File: src/rtl/tpaw_pkg.sv
// tpaw_pkg: shared types, constants and stride helpers of the tensor permute address walker
// no dependencies; used by every module under rtl
`default_nettype none

package tpaw_pkg;

    localparam int OFFSET_BITS    = 32;
    localparam int CFG_DATA_BITS  = 64;
    localparam int CFG_INDEX_BITS = 3;
    localparam int NUM_REG_DIMS   = 4;
    localparam int ORDER_BITS     = 4;

    typedef logic [OFFSET_BITS-1:0] offset_t;
    typedef logic [ORDER_BITS-1:0]  order_t;

    // configuration register indexes
    typedef enum logic [CFG_INDEX_BITS-1:0] {
        REG_DIMS_USED       = 3'd0,
        REG_DIM_SIZES       = 3'd1,
        REG_PERM_MAP        = 3'd2,
        REG_SRC_STRIDE_LOW  = 3'd3,
        REG_SRC_STRIDE_HIGH = 3'd4,
        REG_DST_STRIDE_LOW  = 3'd5,
        REG_DST_STRIDE_HIGH = 3'd6
    } cfg_reg_t;

    typedef struct packed {
        logic [2:0]  dims_used;
        logic [63:0] dim_sizes;
        logic [7:0]  perm_map;
        logic [63:0] src_stride_low;
        logic [63:0] src_stride_high;
        logic [63:0] dst_stride_low;
        logic [63:0] dst_stride_high;
    } cfg_t;

    localparam cfg_t CFG_RESET = '{
        dims_used:       3'd1,
        dim_sizes:       64'h0001_0001_0001_0001,
        perm_map:        8'hE4,
        src_stride_low:  64'h0000_0001_0000_0001,
        src_stride_high: 64'h0000_0001_0000_0001,
        dst_stride_low:  64'h0000_0001_0000_0001,
        dst_stride_high: 64'h0000_0001_0000_0001
    };

    // 32-bit stride of dimension d out of a low/high register pair
    function automatic offset_t pair_field(logic [63:0] lo, logic [63:0] hi, logic [1:0] d);
        logic [63:0] w;
        w = d[1] ? hi : lo;
        return d[0] ? w[63:32] : w[31:0];
    endfunction

    function automatic offset_t src_stride(cfg_t c, logic [1:0] d);
        return pair_field(c.src_stride_low, c.src_stride_high, d);
    endfunction

    // highest used destination dim fed by source dim d wins; none gives zero
    function automatic offset_t dst_stride(cfg_t c, logic [1:0] d, order_t n);
        offset_t s;
        s = '0;
        for (int j = 0; j < NUM_REG_DIMS; j++)
        begin
            if (ORDER_BITS'(j) < n && c.perm_map[2*j +: 2] == d)
                s = pair_field(c.dst_stride_low, c.dst_stride_high, 2'(j));
        end
        return s;
    endfunction

    // dims in use, clamped to 1..4 and to the build's maximum order
    function automatic order_t order_of(logic [2:0] dims_used, order_t max_order);
        order_t n;
        if (dims_used == 3'd0)
            n = ORDER_BITS'(1);
        else if (dims_used > 3'd4)
            n = ORDER_BITS'(NUM_REG_DIMS);
        else
            n = {1'b0, dims_used};
        if (n > max_order)
            n = max_order;
        return n;
    endfunction

endpackage

`default_nettype wire

File: src/rtl/tpaw_index_walker.sv
// tpaw_index_walker: multi-dimensional index counter with carry ripple and wrap
// depends on tpaw_pkg
`default_nettype none

module tpaw_index_walker #(
    parameter int MAX_ORDER = 4,
    parameter int SIZE_BITS = 16
) (
    input  wire logic                                 clk,
    input  wire logic                                 rst_n,
    input  wire tpaw_pkg::cfg_t                       cfg,
    input  wire tpaw_pkg::order_t                     order,
    input  wire logic                                 step,
    output logic [MAX_ORDER-1:0][SIZE_BITS-1:0]       idx,
    output logic                                      last
);

    logic [MAX_ORDER-1:0][SIZE_BITS-1:0] idx_reg;
    logic [MAX_ORDER-1:0][SIZE_BITS-1:0] idx_next;

    logic [63:0]          sh;
    logic [SIZE_BITS-1:0] ext;
    logic [SIZE_BITS:0]   bump;
    logic                 active;
    logic                 wrap;
    logic                 carry;

    always_comb
    begin
        idx_next = idx_reg;
        carry    = 1'b1;
        last     = 1'b0;
        sh       = '0;
        ext      = '0;
        bump     = '0;
        active   = 1'b0;
        wrap     = 1'b0;
        for (int d = 0; d < MAX_ORDER; d++)
        begin
            sh   = cfg.dim_sizes >> (d * SIZE_BITS);
            ext  = sh[SIZE_BITS-1:0];
            if (ext == '0)
                ext = SIZE_BITS'(1);
            bump   = {1'b0, idx_reg[d]} + (SIZE_BITS+1)'(1);
            active = tpaw_pkg::ORDER_BITS'(d) < order;
            // reaching or passing the extent carries into the next dim
            wrap   = carry && active && (bump >= {1'b0, ext});
            if (wrap)
                idx_next[d] = '0;
            else if (carry && active)
                idx_next[d] = bump[SIZE_BITS-1:0];
            if (wrap && tpaw_pkg::ORDER_BITS'(d + 1) == order)
                last = 1'b1;
            carry = wrap;
        end
        // end of tensor: restart, unused dims included
        if (last)
            idx_next = '0;
    end

    always_ff @(posedge clk or negedge rst_n)
    begin
        if (!rst_n)
            idx_reg <= '0;
        else if (step)
            idx_reg <= idx_next;
    end

    assign idx = idx_reg;

    a_restart_at_zero: assert property (@(posedge clk) disable iff (!rst_n)
        step && last |=> idx_reg == '0)
        else $error("walk did not restart after the last element");

    a_idle_holds: assert property (@(posedge clk) disable iff (!rst_n)
        !step |=> $stable(idx_reg))
        else $error("index counters moved without an element");

endmodule

`default_nettype wire

File: config.mk
export PLATFORM = sky130hd
export DESIGN_NAME = tpaw_index_walker
export DESIGN_NICKNAME = d
export VERILOG_FILES = /design/src/rtl/tpaw_pkg.sv /design/src/rtl/tpaw_index_walker.sv
export SDC_FILE = /design/constraint.sdc
export NUM_CORES = 1
export LEC_CHECK = 0
export BUFFER_PORTS_ARGS = -buffer_cell sky130_fd_sc_hd__buf_2
export CORE_AREA = 4 4 153 155
export CTS_CLUSTER_DIAMETER = 100
export DETAILED_ROUTE_END_ITERATION = 6
export DIE_AREA = 0 0 157 159
export PLACE_DENSITY_LB_ADDON = 0.3
export SYNTH_ARGS = -nofsm -noshare
export SYNTH_HDL_FRONTEND = slang
export SYNTH_SLANG_ARGS = --single-unit
File: constraint.sdc
create_clock -name clk -period 5.35 [get_ports clk]
set_input_delay 1.07 -clock clk [delete_from_list [all_inputs] [get_ports clk]]
set_output_delay 1.07 -clock clk [all_outputs]
set_load 0.02 [all_outputs]
==> impl_metrics.ini, run 1 <==
[cts]
clock-root-buffer = clkbuf_16
cts_resized = 0
hold_buffers = 0
clockBufferDepth = 2
clock_latency_ns = 0.34
clk_pin_slew_ns = 0.06
cts_max_level = 3
post-cts-setup-buffers = 0
cts.sinks = 64
cts-buffers-inserted = 9
cts_tree = built

[setup_path]
cp-startpoint = idx[0]
critPathArrivalTime_ns = 3.94
cp_max_fo = 9
reg2regPathDepth = 17
cp-end-kind = output port
worstSetupEndpoint = last
reg2reg_slack_ns = 0.85
r2r_end = idx[48]
worst_setup_path_start_kind = flop
crit_type = reg2out
worstPathRequired_ns = 4.28
rr_startpoint = idx[19]

[power]
p_per_area_nw_per_um2 = 237
p_leak_nw = 3.63
power.total_mw = 1.67
peakVddDrop_v = 0.000169

[synth]
synthMuxAreaShare_pct = 0.394
netlist_instances = 710
synth_xor_xnor_area_share_pct = 7.20
synth.cell_area_um2 = 5720
syn_nets = 1116
synth_compound_area_share_pct = 18.7
ys.flop_type = dfrtp_1
synthDominantCellAreaShare_pct = 28.0
synthArstFlopShare_pct = 100
yosys.area_share.simple_pct = 24.2
ys_seq_area_share_pct = 28.0
yosysTopAreaCell = dfrtp_1
synth_top_family_by_area = simple AND/OR/NAND/NOR gates
yosys_warnings = 0
synth_adder_area_share_pct = 14.9
avgSynthCellArea_um2 = 8.06
synth_seq_cells = 64
ys_types = 55
ys_top_cells_by_area = dfrtp_1 (28%), ha_1 (15%), nand2_1 (5.6%), o21ai_0 (4.8%), inv_1 (4.6%)
synth_edf_count = 0

[hold_path]
holdPathStages = 2
hold_class = reg2reg

[detailed_routing]
firstDrtPassIters = 5
viasPerCell = 4.81
drt_drc_violations_left = 0
wl_per_cell_um = 15.8
first_iter_violations = 276
ant_nets = 0
via_count = 5433
drt_wl_total_um = 17900

[die]
io_pins = 403
die_x_um = 157
rows = 54
fp.dieArea_um2 = 25000
core_area_um2 = 21800
die_h_um = 159
initial_utilization_pct = 26.2

[placed_design]
gp_congestion = 0.843
port_buffers = 135
dp.cells = 1111
dp_hpwl_um = 14300

[layout]
syn2layout_area_growth_pct = 23.2
largest_reg_flops = 64
drive_gt1_share_pct = 23.1
layout.nets = 1248
fill_cells = 2374
final_cells = 1129
post-route-util_pct = 32.3

[timing]
period_share_pct = 93.7
final-hold-violation-count = 0
fin_crit_ns = 5.01
fin_setup_tns_ns = 0
finClkSkew_ns = 0.0127
worst_pin_slew_ns = 1.18
slew_viol_final = 0
hold_ws_ns = 0.549
max_freq_mhz = 200
setup_viol = 0
slew_headroom_pct = 21.3

[run_status]
status = finished clean

[grt]
gr-total-overflow = 0
grt_pass1_vias = 5283
grt_util_all_layers_pct = 14.3
grt_max_degree = 40
grt_pass1_wl_um = 28400
antenna_found_initial = 5

[job]
maxCapViolCount = 0
[cell usage after synthesis, drive strengths merged, types with 4 or more instances]
master / count
inv: 70
a21oi: 40
or2b: 4
a21o: 15
xor2: 17
ha: 68
nor2: 29
nor3: 15
clkbuf: 9
o21ai: 57
a22o: 9
xnor2: 30
a31oi: 6
o31ai: 14
nand2b: 22
buf: 13
nand3: 47
or3: 6
a41o: 4
o21bai: 5
nand2: 88
dfrtp: 64
or2: 7
nand4: 16
nor2b: 6
nor4: 16
and3: 10
[stage by stage]
stage / instance area [µm²] / worst slack [ns]
floorplan: 5720 / 0.636
global placement: 6690 / 0.551
detailed placement: 6690 / 0.490
CTS: 7020 / 0.128
global route: 7050 / -0.00828
finish: 7050 / 0.339
[worst max-delay path: stages (launching register included)]
cell      delay (ns)
dfrtp_1         0.49
ha_1            0.35
nand4_2         0.19
nor4_4          0.38
nand3_1         0.14
xnor2_1         0.17
ha_1            0.31
nand3_1         0.10
nor3_1          0.31
nand4_1         0.17
and4_4          0.24
nand2_2         0.15
nand2b_1        0.11
o32ai_1         0.27
buf_4           0.22
[final cells by class]
class,count,area [µm²],area share [%]
clock buffers,9,225,3.20
flip-flops and latches,64,1600,22.8
repair buffers,143,738,10.5
diodes,2,5.00,0.0710
multi-input cells,554,3760,53.3
inverters,70,263,3.73
well taps,280,350,4.97
clock inverters,7,103,1.46
[report_power, final]
group          switching, mW  total [mW]  internal, mW
clock network          0.240       0.653         0.413
logic                  0.246       0.417         0.171
registers             0.0738       0.598         0.525
total                  0.560        1.67          1.11
[logic make-up after synthesis]
group / after synthesis
and+or+nand+nor: 271
AOI/OAI and AO/OA: 166
buffers and inverters: 92
adders and majority gates: 68
DFF: 64
xor gates and xnor gates: 47
muxes: 2
[metal layers]
layer	global-route usage, %	part of all wire [%]	wire [µm]
met1	20.4	48	8650
met2	19.5	41	7260
met3	6.01	9.9	1770
met4	4.26	0.97	173
met5	0	0.20	36
[worst min-delay path by stage]
stage                        from      end  slack [ns]
after floorplan           idx[46]  idx[46]        0.63
after global placement    idx[27]  idx[27]        0.53
after detailed placement  idx[14]  idx[14]        0.54
after CTS                 idx[14]  idx[14]        0.55
after global routing      idx[14]  idx[14]        0.58
final                     idx[14]  idx[14]        0.55
[layout by cell type (no fill, tap or decap), types with 3 or more instances in the layout]
cell       count
a21o_1        15
a21oi_1       30
a21oi_2       10
a22o_1         9
a31oi_1        6
a41o_1         4
and3_1         8
buf_2        134
buf_4          9
clkbuf_16      9
dfrtp_1       62
ha_1          68
inv_1         70
nand2_1       85
nand2_2        3
nand2b_1      22
nand3_1       47
nand4_1       15
nor2_1        27
nor2b_1        6
nor3_1        12
nor3_2         3
nor4_1        15
o21a_1         3
o21ai_0       55
o21bai_1       5
o31ai_1       14
or2_2          6
or2b_1         3
or3_1          6
xnor2_1       30
xor2_1        17
No activity file was read; power rests on OpenSTA's default activity.
==> run 2: changes to the inputs <==
--- a/config.mk
+++ b/config.mk
@@ -5,11 +5,11 @@
 export SDC_FILE = /design/constraint.sdc
 export NUM_CORES = 1
 export LEC_CHECK = 0
-export BUFFER_PORTS_ARGS = -buffer_cell sky130_fd_sc_hd__buf_2
 export CORE_AREA = 4 4 153 155
 export CTS_CLUSTER_DIAMETER = 100
 export DETAILED_ROUTE_END_ITERATION = 6
 export DIE_AREA = 0 0 157 159
+export DONT_BUFFER_PORTS = 1
 export PLACE_DENSITY_LB_ADDON = 0.3
 export SYNTH_ARGS = -nofsm -noshare
 export SYNTH_HDL_FRONTEND = slang
==> run 2 against run 1 <==
Compared with the run above:
- non-clock buffer count fell by 122
- worst setup slack got worse by 0.039 ns
- clock skew is 0.0053 ns lower
- via count is 8.1% lower
- sequential share of layout area rose by 2.3 points
- sequential power grew 3%
- count of clock-buffer cells in the layout unchanged
- first-iteration DRC count shrank 4.0%
- clock power shrank 16%
- total power decreased by 9.2%
- fmax decreased by 0.78%
- critical endpoint unchanged
==> impl_metrics.ini, run 2 (synthesis results as in run 1) <==
[layout]
syn2layout_area_growth_pct = 11.9
post-route-util_pct = 29.3
final_cell_mix = nand2_1 (85), inv_1 (70), ha_1 (67), dfrtp_1 (60), o21ai_0 (55)
largest_reg_flops = 64
layout.nets = 1126
final_common_cell = nand2_1
final_area_um2 = 6400
diodes = 0
drive_gt1_share_pct = 10.3

[timing]
slew_headroom_pct = 48.3
setup_viol = 0
worst_pin_slew_ns = 0.769
fin_setup_tns_ns = 0
rsz0062_at_grt = no
slew_viol_final = 0
period_share_pct = 94.4
max_freq_mhz = 198
final-hold-violation-count = 0
finClkSkew_ns = 0.00740
fin_crit_ns = 5.05

[grt]
gr-total-overflow = 0
grt_pass1_wl_um = 27600
antenna_found_initial = 0
grt_util_all_layers_pct = 14.1
grt_max_degree = 65
grt_pass1_vias = 4887

[cts]
clockBufferDepth = 2
cts-buffers-inserted = 9
cts_tree = built
cts.sinks = 64
post-cts-setup-buffers = 0
cts_max_level = 3
clock-root-buffer = clkbuf_16
clock_latency_ns = 0.34
clk_pin_slew_ns = 0.06

[setup_path]
worst_setup_path_start_kind = flop
cp_max_fo = 7
worstPathRequired_ns = 4.28
cp-end-kind = output port
critPathArrivalTime_ns = 3.98
rr_startpoint = idx[16]
cp-startpoint = idx[16]
crit_type = reg2out

[power]
seqPwrFrac_pct = 40.7
p_leak_nw = 3.06
power_frac_clock_pct = 36.1
combinationalPowerShare_pct = 23.2
p_per_area_nw_per_um2 = 236
switchingPower_uw = 527
internal_power_uw = 988
p_sw_share_pct = 34.8
peakVddDrop_v = 0.000264

[die]
core_area_um2 = 21800
initial_utilization_pct = 26.2
io_pins = 403
die_h_um = 159
rows = 54
die_x_um = 157
fp.dieArea_um2 = 25000

[detailed_routing]
drt_drc_violations_left = 0
drt_wl_total_um = 17600
first_iter_violations = 265
via_count = 4993
viasPerCell = 4.97
ant_nets = 0
firstDrtPassIters = 4
wl_per_cell_um = 17.5

[hold_path]
hold_class = in2async

[placed_design]
dp_hpwl_um = 14200
post_dp_cell_area_um2 = 6110
gp_congestion = 0.832
port_buffers = 0

[run_status]
status = finished clean

[job]
maxCapViolCount = 0
run 2: changes by cell type in the layout (fill, tap and decap cells not counted), moves of 2 or more:
cell | previous run | this run
diode_2 | 2 | 0
buf_4 | 9 | 21
buf_2 | 134 | 0
dfrtp_1 | 62 | 60
bufinv_16 | 2 | 0
clkinv_2 | 0 | 3
dfrtp_2 | 2 | 4
run 2: critical path: stages (launching register included):
cell and delay (ns):
dfrtp_2 0.50, nand2_1 0.12, nor2_1 0.20, and3_1 0.27
and3_2 0.28, nand3_1 0.10, xor2_1 0.26, inv_1 0.07
ha_1 0.30, nand4_1 0.16, nor3_1 0.21, a221o_1 0.21
nor3_2 0.07, a22o_1 0.22, nand2b_1 0.17, o32ai_1 0.28
buf_4 0.22
run 2: power by group through the flow:
stage	clock (mW)	combinational [mW]	sequential, mW
3_3_place_gp	0	0.345	0.623
6_report	0.547	0.351	0.616
5_1_grt	0.584	0.407	0.623
2_1_floorplan	0	0.226	0.634
3_5_place_dp	0	0.350	0.622
4_1_cts	0.567	0.351	0.614
run 2: cell type report:
class                           instances  area [µm²]
Fill cell                            2353       15400
Multi-Input combinational cell        554        3750
Sequential cell                        64        1610
Tap cell                              280         350
Inverter                               70         263
Clock buffer                            9         225
Timing Repair Buffer                   21         158
Clock inverter                          7        47.5
run 2: per-stage QoR:
stage | total power, mW | instances | hold WS, ns | setup slack, ns
after global routing | 1.61 | 1005 | 0.406 | 0.00160
final | 1.51 | 1005 | 0.426 | 0.300
after CTS | 1.53 | 1005 | 0.409 | 0.0674
after detailed placement | 0.972 | 989 | 0.637 | 0.440
after global placement | 0.968 | 989 | 0.642 | 0.494
after floorplan | 0.860 | 710 | 0.629 | 0.636
run 2: timing repair:
action	CTS	global route
hold endpoints to repair	0	0
hold buffers	0	0
resized for setup	0	8
endpoints found under the setup margin	0	1
run 2: worst paths after layout:
check / to / slack [ns] / cells after the start
hold reg to reg: idx[17] / 0.63 / 2
max in group asynchronous: idx[0] / 4.79 / 0
min in group clk: idx[17] / 0.63 / 2
hold / removal: idx[23] / 0.43 / 0
setup / recovery: last / 0.30 / 16
setup reg to reg: idx[42] / 1.12 / 17
run 2: metal layers:
layer / up-vias / track usage, % / routed length [µm]
li1: 2533 / - / -
met1: 2296 / 17.1 / 7440
met2: 150 / 20.0 / 7100
met3: 14 / 10.5 / 2780
met4: 0 / 2.92 / 231
met5: - / 0 / 0
==> run 3: changes to the inputs <==
--- a/config.mk
+++ b/config.mk
@@ -5,10 +5,10 @@
 export SDC_FILE = /design/constraint.sdc
 export NUM_CORES = 1
 export LEC_CHECK = 0
-export CORE_AREA = 4 4 153 155
+export CORE_AREA = 4 4 154 156
 export CTS_CLUSTER_DIAMETER = 100
 export DETAILED_ROUTE_END_ITERATION = 6
-export DIE_AREA = 0 0 157 159
+export DIE_AREA = 0 0 158 160
 export DONT_BUFFER_PORTS = 1
 export PLACE_DENSITY_LB_ADDON = 0.3
 export SYNTH_ARGS = -nofsm -noshare
==> run 3 against run 2 <==
Compared with the run above:
- clock skew grew 0.00090 ns
- combinational power shrank 2%
- sequential power is essentially flat
- clock power grew 19%
- via count shrank 0.26%
- die area grew 1.3%
- worst setup slack lost 0.015 ns
- fmax shrank 0.29%
- core utilization shrank 0.43 points
- non-clock buffer count grew 1
- count of clock-buffer cells in the layout grew 2
- wire length shrank 0.22%
- largest power group is now clock
- highest routed layer unchanged
==> impl_metrics.ini, run 3 (synthesis results as in run 1) <==
[run_status]
status = finished clean

[cts]
cts.sinks = 64
clock-root-buffer = clkbuf_16
clock_latency_ns = 0.34
hold_buffers = 0
post-cts-setup-buffers = 0
clk_pin_slew_ns = 0.06
cts_tree = built
cts-buffers-inserted = 9
cts_max_level = 3
clockBufferDepth = 2

[power]
internal_power_mw = 1.09
p_sw_share_pct = 32.2
seqPwrFrac_pct = 38.3
p_leak_nw = 3.08
combinationalPowerShare_pct = 21.3
switchingPower_uw = 520
peakVddDrop_v = 0.000168
power_frac_clock_pct = 40.3
power.total_mw = 1.61
p_per_area_nw_per_um2 = 249

[detailed_routing]
drt_drc_violations_left = 0
ant_nets = 0
viasPerCell = 4.93
via_count = 4980
first_iter_violations = 258
drt_wl_total_um = 17500
firstDrtPassIters = 5
wl_per_cell_um = 17.3

[setup_path]
cp_max_fo = 6
critPathArrivalTime_ns = 3.99
cp-end-kind = output port
worst_setup_path_start_kind = flop
worstPathRequired_ns = 4.28
crit_type = reg2out

[timing]
finClkSkew_ns = 0.00829
fin_setup_tns_ns = 0
period_share_pct = 94.7
max_freq_mhz = 197
slew_headroom_pct = 46.5
fin_ws_ns = 0.285
setup_viol = 0
rsz0062_at_grt = no
worst_pin_slew_ns = 0.796
final-hold-violation-count = 0
fin_crit_ns = 5.06
slew_viol_final = 0

[grt]
antenna_found_initial = 0
gr-total-overflow = 0
grt_pass1_vias = 4904
grt_pass1_wl_um = 27600
grt_util_all_layers_pct = 14.0
grt_max_degree = 65

[die]
fp.dieArea_um2 = 25300
die_h_um = 160
die_x_um = 158
core_area_um2 = 22400
initial_utilization_pct = 25.6
rows = 55
io_pins = 403

[layout]
final_cells = 1011
largest_reg_flops = 64
syn2layout_area_growth_pct = 13.1
diodes = 0
final_cell_mix = nand2_1 (85), inv_1 (70), ha_1 (68), dfrtp_1 (60), o21ai_0 (55)
fill_cells = 2391
final_common_cell = nand2_1
layout.nets = 1127
drive_gt1_share_pct = 10.2

[placed_design]
dp_hpwl_um = 14100
dp.cells = 995
gp_congestion = 0.861
port_buffers = 0
pre_cts_slack_ns = 0.405

[job]
maxCapViolCount = 0

[hold_path]
hold_class = in2async
[run 3: changes by cell type in the layout (fill, tap and decap cells not counted), sizes merged]
| cell | change |
|---|---|
| clkinv | -3 |
| bufinv | +2 |
| clkbuf | +2 |
| buf | +1 |
| inv | -1 |
[run 3: worst paths after layout]
path | slack (ns) | cells after the start | end | start
max | 0.29 | 15 | last | idx[33]
min | 0.42 | 0 | idx[23] | rst_n
max reg2reg | 1.00 | 19 | idx[18] | idx[16]
min reg2reg | 0.62 | 2 | idx[21] | idx[20]
max in group asynchronous | 4.78 | 0 | idx[3] | rst_n
min in group clk | 0.62 | 2 | idx[21] | idx[20]
[run 3: timing repair]
action,4_1_cts,5_1_grt
endpoints found under the hold margin,0,0
endpoints found under the setup margin,0,1
gates resized for setup,0,7
[run 3: per-layer routing]
| layer | share of wire [%] | routed length [µm] | vias up | global-route usage [%] |
|---|---|---|---|---|
| met3 | 13 | 2290 | 13 | 8.13 |
| met1 | 44 | 7630 | 2293 | 18.2 |
| li1 | - | - | 2539 | - |
| met5 | 0 | 0 | - | 0 |
| met4 | 1.1 | 184 | 0 | 3.26 |
| met2 | 42 | 7410 | 135 | 20.1 |
[run 3: per-stage QoR]
step           utilization, %  area (µm²)  hold WS, ns
3_3_place_gp             27.4        6130        0.620
6_report                 28.9        6470        0.424
2_1_floorplan               -        5720        0.629
4_1_cts                  28.8        6450        0.397
3_5_place_dp             27.4        6130        0.613
5_1_grt                  28.9        6470        0.404
[run 3: worst max-delay path, stage by stage (launching register included)]
cell	delay, ns
dfrtp_1	0.53
ha_1	0.34
nand2_1	0.10
or2_2	0.38
nor4_1	0.33
xor2_1	0.26
ha_1	0.28
a21oi_1	0.14
nor2b_1	0.06
a311o_1	0.31
a21oi_1	0.21
buf_4	0.18
a22o_1	0.13
nand2b_1	0.14
o32ai_1	0.10
buf_4	0.17
[run 3: area by class of cell]
class | count | area, µm² | area share, %
Timing Repair Buffer | 22 | 165 | 2.55
Tap cell | 285 | 357 | 5.51
Multi-Input combinational cell | 554 | 3750 | 58.0
Clock buffer | 11 | 243 | 3.75
Sequential cell | 64 | 1610 | 24.8
Clock inverter | 5 | 80.1 | 1.24
Inverter | 70 | 263 | 4.06
[run 3: power groups by stage]
stage	clock [mW]	sequential, mW	combinational, mW
5_1_grt	0.689	0.626	0.398
6_report	0.651	0.618	0.344
3_5_place_dp	0	0.625	0.345
3_3_place_gp	0	0.625	0.342
2_1_floorplan	0	0.634	0.226
4_1_cts	0.676	0.617	0.347
